## src/sv/agenda_record_stream_parser_core_assert.svh

```systemverilog
// Assertion helpers shared by the parser's checking code.
`ifndef AGENDA_RECORD_STREAM_PARSER_CORE_ASSERT_SVH
`define AGENDA_RECORD_STREAM_PARSER_CORE_ASSERT_SVH

// Same-cycle implication, disabled during reset.
`define ARSP_ASSERT_IMPLY(label, clk, rst, lhs, rhs) \
   label: assert property (@(posedge clk) disable iff (rst) (lhs) |-> (rhs)) \
      else $error("arsp: same-cycle check failed");

// Next-cycle implication, disabled during reset.
`define ARSP_ASSERT_NEXT(label, clk, rst, lhs, rhs) \
   label: assert property (@(posedge clk) disable iff (rst) (lhs) |=> (rhs)) \
      else $error("arsp: next-cycle check failed");

`endif

```

## src/sv/arsp_pkg.sv

```systemverilog
`default_nettype none

package arsp_pkg;

   localparam int MAX_SLOTS = 8;
   localparam int TITLE_CAP = 32;
   localparam int PLACE_CAP = 32;

   // Event counter wide enough to hold MAX_SLOTS itself.
   localparam int CNT_W = $clog2(MAX_SLOTS + 1);

   localparam logic [7:0] ALL_DAY_MASK = 8'h01;

   // Parser phases.
   localparam logic [3:0] PH_COUNT = 4'd0;
   localparam logic [3:0] PH_START = 4'd1;
   localparam logic [3:0] PH_END   = 4'd2;
   localparam logic [3:0] PH_FLAGS = 4'd3;
   localparam logic [3:0] PH_TLEN  = 4'd4;
   localparam logic [3:0] PH_TITLE = 4'd5;
   localparam logic [3:0] PH_LLEN  = 4'd6;
   localparam logic [3:0] PH_LOC   = 4'd7;
   localparam logic [3:0] PH_DONE  = 4'd8;

   // Result kinds.
   localparam logic [1:0] KIND_HEADER = 2'd0;
   localparam logic [1:0] KIND_TITLE  = 2'd1;
   localparam logic [1:0] KIND_PLACE  = 2'd2;
   localparam logic [1:0] KIND_STATUS = 2'd3;

   typedef struct packed {
      logic [3:0]       phase;
      logic [CNT_W-1:0] events_wanted;
      logic [CNT_W-1:0] events_done;
      logic [1:0]       byte_in_field;
      logic [31:0]      start_acc;
      logic [31:0]      end_acc;
      logic             flag_bit;
      logic [7:0]       bytes_left;
      logic [7:0]       char_index;
   } state_type;

   typedef struct packed {
      logic [1:0]        kind;
      logic [2:0]        slot;
      logic signed [31:0] start_time;
      logic signed [31:0] end_time;
      logic              all_day;
      logic [7:0]        text_char;
      logic [4:0]        text_pos;
      logic              outcome;
      logic [3:0]        event_total;
      logic              run_end;
   } result_type;

   function automatic state_type state_reset();
      state_type s;
      s = '0;
      s.phase = PH_COUNT;
      return s;
   endfunction

endpackage

`default_nettype wire

```

## src/sv/arsp_channels.sv

```systemverilog
`default_nettype none

// Input byte channel.
interface arsp_req_if;
   logic       valid;
   logic       ready;
   logic [7:0] data_byte;
   logic       final_byte;

   modport source (output valid, output data_byte, output final_byte, input ready);
   modport sink   (input valid, input data_byte, input final_byte, output ready);
endinterface

// Result channel.
interface arsp_rsp_if;
   logic               valid;
   logic               ready;
   logic [1:0]         kind;
   logic [2:0]         slot;
   logic signed [31:0] start_time;
   logic signed [31:0] end_time;
   logic               all_day;
   logic [7:0]         text_char;
   logic [4:0]         text_pos;
   logic               outcome;
   logic [3:0]         event_total;
   logic               run_end;

   modport source (output valid, output kind, output slot, output start_time,
                   output end_time, output all_day, output text_char,
                   output text_pos, output outcome, output event_total,
                   output run_end, input ready);
   modport sink   (input valid, input kind, input slot, input start_time,
                   input end_time, input all_day, input text_char,
                   input text_pos, input outcome, input event_total,
                   input run_end, output ready);
endinterface

`default_nettype wire

```

## src/sv/agenda_record_stream_parser_core.sv

```systemverilog
// Agenda record stream parser. Bytes of a packed agenda buffer enter on the
// req_chan channel, one transaction per byte, with final_byte set on the last
// byte of the buffer. The first byte gives the event count (clamped to the
// slot limit); each event is a little-endian signed start time, an end time,
// a flags byte whose bit 0 marks an all-day event, a title length and the
// title, and a location length and the location. An event header comes out
// on rsp_chan once the fixed part is in, each kept title or location
// character comes out as it arrives, and the final byte adds a status result
// with the outcome and the count of complete events, after which the parser
// is ready for a new buffer. run_end marks the last result of each byte. The
// block takes one byte per clock while rsp_chan is ready: each byte advances
// the phase machine, and a two-entry result buffer feeds the output. A byte
// yields at most two results; only the final byte of a buffer can yield two,
// and while the second of those drains, input is held off. The first result
// of an accepted byte is registered and shown in the cycle after it is taken.

`default_nettype none

`include "agenda_record_stream_parser_core_assert.svh"

module agenda_record_stream_parser_core (
   input wire logic   clock,
   input wire logic   reset,
   arsp_req_if.sink   req_chan,
   arsp_rsp_if.source rsp_chan
);

   // Parser state, updated once per accepted byte.
   arsp_pkg::state_type  state_ff;
   arsp_pkg::state_type  state_in;

   // Two-entry result buffer: head is shown on the output, tail waits.
   arsp_pkg::result_type head_ff;
   arsp_pkg::result_type head_in;
   logic                 head_valid_ff;
   logic                 head_valid_in;
   arsp_pkg::result_type tail_ff;
   arsp_pkg::result_type tail_in;
   logic                 tail_valid_ff;
   logic                 tail_valid_in;

   arsp_pkg::result_type first_res;
   arsp_pkg::result_type second_res;
   logic                 first_valid;
   logic                 second_valid;
   arsp_pkg::state_type  next_state;

   logic take;
   logic pop;

   arsp_decoder u_decoder (
      .cur_state    (state_ff),
      .data_byte    (req_chan.data_byte),
      .final_byte   (req_chan.final_byte),
      .next_state   (next_state),
      .first_res    (first_res),
      .first_valid  (first_valid),
      .second_res   (second_res),
      .second_valid (second_valid)
   );

   // A new byte is taken whenever the buffer will be empty after this cycle.
   assign req_chan.ready = !head_valid_ff || (rsp_chan.ready && !tail_valid_ff);
   assign take = req_chan.valid && req_chan.ready;
   assign pop  = head_valid_ff && rsp_chan.ready;

   always_comb begin
      state_in      = state_ff;
      head_in       = head_ff;
      head_valid_in = head_valid_ff;
      tail_in       = tail_ff;
      tail_valid_in = tail_valid_ff;
      if (take) begin
         state_in      = next_state;
         head_in       = first_res;
         head_valid_in = first_valid;
         tail_in       = second_res;
         tail_valid_in = second_valid;
      end else if (pop) begin
         head_in       = tail_ff;
         head_valid_in = tail_valid_ff;
         tail_valid_in = 1'b0;
      end
   end

   always_ff @(posedge clock) begin
      if (reset) begin
         state_ff      <= arsp_pkg::state_reset();
         head_valid_ff <= 1'b0;
         tail_valid_ff <= 1'b0;
      end else begin
         state_ff      <= state_in;
         head_valid_ff <= head_valid_in;
         tail_valid_ff <= tail_valid_in;
      end
   end

   // Result payload needs no reset; it is qualified by the valid flags.
   always_ff @(posedge clock) begin
      head_ff <= head_in;
      tail_ff <= tail_in;
   end

   assign rsp_chan.valid       = head_valid_ff;
   assign rsp_chan.kind        = head_ff.kind;
   assign rsp_chan.slot        = head_ff.slot;
   assign rsp_chan.start_time  = head_ff.start_time;
   assign rsp_chan.end_time    = head_ff.end_time;
   assign rsp_chan.all_day     = head_ff.all_day;
   assign rsp_chan.text_char   = head_ff.text_char;
   assign rsp_chan.text_pos    = head_ff.text_pos;
   assign rsp_chan.outcome     = head_ff.outcome;
   assign rsp_chan.event_total = head_ff.event_total;
   assign rsp_chan.run_end     = head_ff.run_end;

   // The tail entry is only ever the status result behind a primary result.
   `ARSP_ASSERT_IMPLY(a_tail_needs_head, clock, reset, tail_valid_ff, head_valid_ff)
   `ARSP_ASSERT_IMPLY(a_tail_is_status, clock, reset, tail_valid_ff, (tail_ff.kind == arsp_pkg::KIND_STATUS) && !head_ff.run_end && (head_ff.kind != arsp_pkg::KIND_STATUS))
   // Completed events never exceed the wanted count.
   `ARSP_ASSERT_IMPLY(a_done_bounded, clock, reset, 1'b1, state_ff.events_done <= state_ff.events_wanted)
   // A final byte always yields a result and returns the parser to its start.
   `ARSP_ASSERT_NEXT(a_final_restarts, clock, reset, take && req_chan.final_byte, head_valid_ff && (state_ff.phase == arsp_pkg::PH_COUNT))

endmodule

`default_nettype wire

```

## src/sv/arsp_decoder.sv

```systemverilog
`default_nettype none

// Next-state and result logic for one byte of the agenda buffer.
module arsp_decoder (
   input  wire arsp_pkg::state_type  cur_state,
   input  wire logic [7:0]           data_byte,
   input  wire logic                 final_byte,
   output arsp_pkg::state_type       next_state,
   output arsp_pkg::result_type      first_res,
   output logic                      first_valid,
   output arsp_pkg::result_type      second_res,
   output logic                      second_valid
);

   localparam int CNT_W_L = arsp_pkg::CNT_W;

   arsp_pkg::state_type  st;
   arsp_pkg::result_type prim;
   arsp_pkg::result_type stat;
   logic                 prim_valid;
   logic                 evt_finish;
   logic [7:0]           left_dec;
   logic [7:0]           clamped;
   logic [7:0]           char_next;
   logic [31:0]          lane;
   logic                 title_keep;
   logic                 place_keep;
   logic [CNT_W_L-1:0]   done_inc;

   assign left_dec   = (cur_state.bytes_left != 8'd0) ? cur_state.bytes_left - 8'd1 : 8'd0;
   assign clamped    = (data_byte > 8'(arsp_pkg::MAX_SLOTS)) ?
                       8'(arsp_pkg::MAX_SLOTS) : data_byte;
   assign char_next  = (cur_state.char_index != 8'hFF) ? cur_state.char_index + 8'd1 :
                       cur_state.char_index;
   assign lane       = {24'd0, data_byte} << {cur_state.byte_in_field, 3'b000};
   assign title_keep = {1'b0, cur_state.char_index} < 9'(arsp_pkg::TITLE_CAP - 1);
   assign place_keep = {1'b0, cur_state.char_index} < 9'(arsp_pkg::PLACE_CAP - 1);
   assign done_inc   = cur_state.events_done + CNT_W_L'(1);

   always_comb begin
      st         = cur_state;
      prim       = '0;
      prim_valid = 1'b0;
      evt_finish = 1'b0;
      stat       = '0;

      case (cur_state.phase)
         arsp_pkg::PH_COUNT: begin
            st.events_wanted = CNT_W_L'(clamped);
            st.events_done   = '0;
            st.byte_in_field = 2'd0;
            st.phase = (clamped == 8'd0) ? arsp_pkg::PH_DONE : arsp_pkg::PH_START;
         end
         arsp_pkg::PH_START: begin
            st.start_acc     = cur_state.start_acc | lane;
            st.byte_in_field = cur_state.byte_in_field + 2'd1;
            if (cur_state.byte_in_field == 2'd3) begin
               st.phase = arsp_pkg::PH_END;
            end
         end
         arsp_pkg::PH_END: begin
            st.end_acc       = cur_state.end_acc | lane;
            st.byte_in_field = cur_state.byte_in_field + 2'd1;
            if (cur_state.byte_in_field == 2'd3) begin
               st.phase = arsp_pkg::PH_FLAGS;
            end
         end
         arsp_pkg::PH_FLAGS: begin
            st.flag_bit = |(data_byte & arsp_pkg::ALL_DAY_MASK);
            st.phase    = arsp_pkg::PH_TLEN;
         end
         arsp_pkg::PH_TLEN: begin
            prim_valid      = 1'b1;
            prim.kind       = arsp_pkg::KIND_HEADER;
            prim.slot       = 3'(cur_state.events_done);
            prim.start_time = cur_state.start_acc;
            prim.end_time   = cur_state.end_acc;
            prim.all_day    = cur_state.flag_bit;
            st.start_acc    = '0;
            st.end_acc      = '0;
            st.flag_bit     = 1'b0;
            st.bytes_left   = data_byte;
            st.char_index   = 8'd0;
            st.phase = (data_byte == 8'd0) ? arsp_pkg::PH_LLEN : arsp_pkg::PH_TITLE;
         end
         arsp_pkg::PH_TITLE: begin
            prim_valid     = title_keep;
            prim.kind      = arsp_pkg::KIND_TITLE;
            prim.slot      = 3'(cur_state.events_done);
            prim.text_char = data_byte;
            prim.text_pos  = cur_state.char_index[4:0];
            st.char_index  = char_next;
            st.bytes_left  = left_dec;
            if (left_dec == 8'd0) begin
               st.phase = arsp_pkg::PH_LLEN;
            end
         end
         arsp_pkg::PH_LLEN: begin
            st.bytes_left = data_byte;
            st.char_index = 8'd0;
            if (data_byte == 8'd0) begin
               evt_finish = 1'b1;
            end else begin
               st.phase = arsp_pkg::PH_LOC;
            end
         end
         arsp_pkg::PH_LOC: begin
            prim_valid     = place_keep;
            prim.kind      = arsp_pkg::KIND_PLACE;
            prim.slot      = 3'(cur_state.events_done);
            prim.text_char = data_byte;
            prim.text_pos  = cur_state.char_index[4:0];
            st.char_index  = char_next;
            st.bytes_left  = left_dec;
            if (left_dec == 8'd0) begin
               evt_finish = 1'b1;
            end
         end
         default: begin
         end
      endcase

      if (evt_finish) begin
         st.events_done   = done_inc;
         st.byte_in_field = 2'd0;
         st.phase = (done_inc >= cur_state.events_wanted) ? arsp_pkg::PH_DONE :
                    arsp_pkg::PH_START;
      end

      if (final_byte) begin
         stat.kind        = arsp_pkg::KIND_STATUS;
         stat.outcome     = (st.phase != arsp_pkg::PH_DONE);
         stat.event_total = 4'(st.events_done);
         stat.run_end     = 1'b1;
         st = arsp_pkg::state_reset();
      end

      next_state = st;

      // The status result follows a primary result of the same byte.
      if (prim_valid) begin
         first_res         = prim;
         first_res.run_end = !final_byte;
         first_valid       = 1'b1;
         second_res        = stat;
         second_valid      = final_byte;
      end else begin
         first_res    = stat;
         first_valid  = final_byte;
         second_res   = stat;
         second_valid = 1'b0;
      end
   end

endmodule

`default_nettype wire
```

## src/flat_wrapper.sv

```systemverilog
// flat-port wrapper written by rule: the top's interface ports become plain ports
module agenda_record_stream_parser_core_flat 
  (clock, reset, req_chan_valid, req_chan_data_byte, req_chan_final_byte, req_chan_ready, rsp_chan_valid, rsp_chan_kind, rsp_chan_slot, rsp_chan_start_time, rsp_chan_end_time, rsp_chan_all_day, rsp_chan_text_char, rsp_chan_text_pos, rsp_chan_outcome, rsp_chan_event_total, rsp_chan_run_end, rsp_chan_ready);
  arsp_req_if req_chan_i ();
  arsp_rsp_if rsp_chan_i ();
  input wire logic clock;
  input wire logic reset;
  input wire logic [$bits(req_chan_i.valid)-1:0] req_chan_valid;
  input wire logic [$bits(req_chan_i.data_byte)-1:0] req_chan_data_byte;
  input wire logic [$bits(req_chan_i.final_byte)-1:0] req_chan_final_byte;
  output wire logic [$bits(req_chan_i.ready)-1:0] req_chan_ready;
  output wire logic [$bits(rsp_chan_i.valid)-1:0] rsp_chan_valid;
  output wire logic [$bits(rsp_chan_i.kind)-1:0] rsp_chan_kind;
  output wire logic [$bits(rsp_chan_i.slot)-1:0] rsp_chan_slot;
  output wire logic [$bits(rsp_chan_i.start_time)-1:0] rsp_chan_start_time;
  output wire logic [$bits(rsp_chan_i.end_time)-1:0] rsp_chan_end_time;
  output wire logic [$bits(rsp_chan_i.all_day)-1:0] rsp_chan_all_day;
  output wire logic [$bits(rsp_chan_i.text_char)-1:0] rsp_chan_text_char;
  output wire logic [$bits(rsp_chan_i.text_pos)-1:0] rsp_chan_text_pos;
  output wire logic [$bits(rsp_chan_i.outcome)-1:0] rsp_chan_outcome;
  output wire logic [$bits(rsp_chan_i.event_total)-1:0] rsp_chan_event_total;
  output wire logic [$bits(rsp_chan_i.run_end)-1:0] rsp_chan_run_end;
  input wire logic [$bits(rsp_chan_i.ready)-1:0] rsp_chan_ready;
  assign req_chan_i.valid = req_chan_valid;
  assign req_chan_i.data_byte = req_chan_data_byte;
  assign req_chan_i.final_byte = req_chan_final_byte;
  assign req_chan_ready = req_chan_i.ready;
  assign rsp_chan_valid = rsp_chan_i.valid;
  assign rsp_chan_kind = rsp_chan_i.kind;
  assign rsp_chan_slot = rsp_chan_i.slot;
  assign rsp_chan_start_time = rsp_chan_i.start_time;
  assign rsp_chan_end_time = rsp_chan_i.end_time;
  assign rsp_chan_all_day = rsp_chan_i.all_day;
  assign rsp_chan_text_char = rsp_chan_i.text_char;
  assign rsp_chan_text_pos = rsp_chan_i.text_pos;
  assign rsp_chan_outcome = rsp_chan_i.outcome;
  assign rsp_chan_event_total = rsp_chan_i.event_total;
  assign rsp_chan_run_end = rsp_chan_i.run_end;
  assign rsp_chan_i.ready = rsp_chan_ready;
  agenda_record_stream_parser_core u_core (.clock(clock), .reset(reset), .req_chan(req_chan_i), .rsp_chan(rsp_chan_i));
endmodule
```

## config.mk

```make
export PLATFORM = sky130hd
export DESIGN_NAME = agenda_record_stream_parser_core_flat
export DESIGN_NICKNAME = d
export VERILOG_FILES = /design/src/sv/arsp_pkg.sv /design/src/sv/arsp_channels.sv /design/src/sv/agenda_record_stream_parser_core.sv /design/src/sv/arsp_decoder.sv /design/src/flat_wrapper.sv
export VERILOG_INCLUDE_DIRS = /design/src /design/src/sv
export SDC_FILE = /design/constraint.sdc
export NUM_CORES = 1
export LEC_CHECK = 0
export ABC_AREA = 1
export BUFFER_PORTS_ARGS = -buffer_cell sky130_fd_sc_hd__buf_2
export CAP_MARGIN = 20
export CELL_PAD_IN_SITES_DETAIL_PLACEMENT = 0
export CELL_PAD_IN_SITES_GLOBAL_PLACEMENT = 1
export CORE_MARGIN = 5
export CORE_UTILIZATION = 39
export DETAILED_ROUTE_END_ITERATION = 12
export PLACE_DENSITY_LB_ADDON = 0.1
export SYNTH_ARGS = -nofsm -noshare
export SYNTH_HDL_FRONTEND = slang
export SYNTH_SLANG_ARGS = --single-unit
```

## constraint.sdc

```tcl
create_clock -name clock -period 4.1 [get_ports clock]
set_input_delay 0.82 -clock clock [delete_from_list [all_inputs] [get_ports clock]]
set_output_delay 0.82 -clock clock [all_outputs]
set_load 0.02 [all_outputs]
```

==> metrics.txt <==
Setup Crit Path Kind=primary input to flop; CTS tree=done; CTS root buffer=clkbuf_16; initial antenna violation count=0; FP Rows=52; Max clock buf depth=2; P per Cell Area=433 nW/µm²; Die ar.=~24000 µm²; H-tree Lvls=4; CTS clk-pin slew, worst paths=70 ps; Detailed Route WL=about 19000 µm; core footprint=20300 µm²; DR pass1 iterations=5; Synth area leader=edfxtp_1; Critical Path AT=approximately 2400 ps; die width=154 µm; setup_tns=0 ps; combinational share of power=around 6.8%; Iter 0 DRT Violations=around 320; first-pass GRT wire length=31800 µm; most frequent cells in the layout=168 x nand2_1, 134 x inv_1, 110 x nor2_1; Hold/Removal Path Class=flop to flop; R2R Setup Slk=between 1500 and 2000 ps; worst-skew pair later-pin latency=430 ps; number of buffers created by CTS=17; top post-synthesis cells by area=edfxtp_1 35%, dfxtp_1 24%, nand2_1 7.9%; NetSw=1.02 mW; Post-Syn Area=around 8100 µm²; largest net degree at the start of global routing=56; post-route cell area=about 9500 µm²; clock skew=11.8 ps; Setup crit end kind=flop; outcome=finished, final reports clean; Avg Cell Area, Syn=approximately 9 µm²; I/O pins=~100; die height=154 µm; Int Pwr=slightly above 3 mW; Tmin final=~2400 ps; VDD IR-drop max=between 200 and 300 µV; Final setup viols=0; register share of total power=roughly half; count of pins over their slew limit=0; Max-Cap Viols=0; Mapped Cells=between 900 and 1k; Worst-Margin Slew=~700 ps; Starting Density=between 30 and 40%; sequential element share of the synthesized area=59.6%; number of buffers added on ports=just over 100; mean routed wirelength per cell=around 15 µm; Fin. Hold Viols=0; hold buffers post-CTS=0; Setup Fix Bufs, Post-CTS=0; layout cells sized above 1=between 15 and 20%; post-synth cell types=35; Sw Share=approximately 25%; DP HPWL=around 14000 µm; Sink Count=192; flops & latches, synth=192; vias=approximately 6.1k; # diodes=0; vias in the first global route=5900; Yosys top cell area share=a little over a third; Via density=between 4 and 5; worst-path maximum fanout=55; unrepaired setup endpoints after global routing=false; fmax=about 0.42 GHz; Nets=1025; Placed Area=8840 µm²; critical path required time=approximately 4200 ps; GP Congestion=roughly 0.79; startpoint types=primary input; Clock Power Share=a little over two fifths; total track usage=16.7%; leakage power=~3.6 nW; most common cell after layout, fill and taps aside=nand2_1; post-route DRC violation count=0; Slew headroom=between 50 and 60%; cts repair resizes=0; Area growth, synth to finish=17.6%; Synthesized Nets=about 930; Final ANT Viol Nets=0; yosys warns=0; grt ovf=0; post-route clock period utilization=between 50% and 60%
-- path summary, 6_finish.rpt --
kind,startpoint,endpoint,cells after the start
worst min-delay path,u_core.state_ff[32],u_core.state_ff[32],2
worst max register to register,u_core.state_ff[91],u_core.rsp_chan.text_char[4],8
worst min register to register,u_core.state_ff[32],u_core.state_ff[32],2
worst max-delay path,rsp_chan_ready,u_core.rsp_chan.start_time[16],9
-- power groups by stage --
stage / clock network, mW / registers (mW) / logic (mW)
detailed placement: 0 / 2.14 / 0.282
CTS: 1.76 / 2.10 / 0.283
finish: 1.73 / 2.10 / 0.277
global route: 1.84 / 2.10 / 0.302
global placement: 0 / 2.14 / 0.284
floorplan: 0 / 2.21 / 0.109
-- routing by layer --
layer	up-vias	GRT usage (%)	share of wire, %
li1	3116	-	-
met1	2816	22.2	46
met2	111	28.2	49
met3	17	2.75	3.7
met4	0	5.05	1.2
met5	-	0	0
-- registers in the layout (all words and copies together) (netlist names) --
| register | flops |
|---|---|
| u_core.rsp_chan.run_end | 1 |
| u_core.tail_valid_ff | 1 |
| u_core.rsp_chan.valid | 1 |
| u_core.state_ff | 95 |
| u_core.rsp_chan.slot | 3 |
| u_core.rsp_chan.event_total | 4 |
| u_core.rsp_chan.outcome | 1 |
| u_core.rsp_chan.text_pos | 5 |
| u_core.rsp_chan.start_time | 32 |
| u_core.tail_ff | 6 |
| u_core.rsp_chan.end_time | 32 |
| u_core.rsp_chan.kind | 2 |
| u_core.rsp_chan.all_day | 1 |
| u_core.rsp_chan.text_char | 8 |
-- per-stage QoR --
step / cells / total power [mW] / setup slack (ps) / hold slack [ps] / utilization [%]
floorplan: 907 / 2.32 / 514 / 436 / -
global placement: 1252 / 2.42 / 1260 / 446 / 43.5
detailed placement: 1252 / 2.42 / 1270 / 451 / 43.5
CTS: 1284 / 4.14 / 1720 / 463 / 46.6
global route: 1284 / 4.25 / 1550 / 481 / 46.6
finish: 1284 / 4.10 / 1740 / 460 / 46.6
-- worst max-delay path, stage by stage --
cell        delay [ps]
buf_2               90
inv_1               40
o21ai_1            170
nand2_1             70
buf_4              220
inv_1              240
a21oi_1            120
clkinvlp_4          90
buf_4              530
-- cell type report --
type | count | area (µm²)
repair buffers | 112 | 596
flip-flops and latches | 192 | 4790
inverters | 147 | 558
clock inverters | 11 | 119
clock buffers | 21 | 514
multi-input cells | 531 | 2550
well taps | 270 | 338
fillers | 2067 | 10800
-- cells by family (layout without fill, tap and decap cells) --
| logic type | after synthesis | after routing | share of synthesized area [%] |
|---|---|---|---|
| AO/OA/AOI/OAI | 144 | 144 | 9.51 |
| XOR/XNOR | 4 | 4 | 0.435 |
| adder cells (fa/ha/maj) | 11 | 11 | 1.71 |
| buffers and inverters | 184 | 291 | 8.83 |
| flip-flops | 192 | 192 | 59.6 |
| AND/OR/NAND/NOR | 372 | 372 | 20.0 |
-- cells in the mapped netlist, drive strengths merged --
cell	n
nand2	172
dfxtp	97
clkinv	4
xor2	3
xnor2	1
a211oi	4
inv	143
edfxtp	95
nand3	31
nor3b	1
nand4	6
o21ai	27
ha	11
nor3	44
nor4	1
o211ai	7
a31oi	2
nor2	117
buf	18
clkbuf	19
a21oi	104
(Power assumes the default switching activity.)
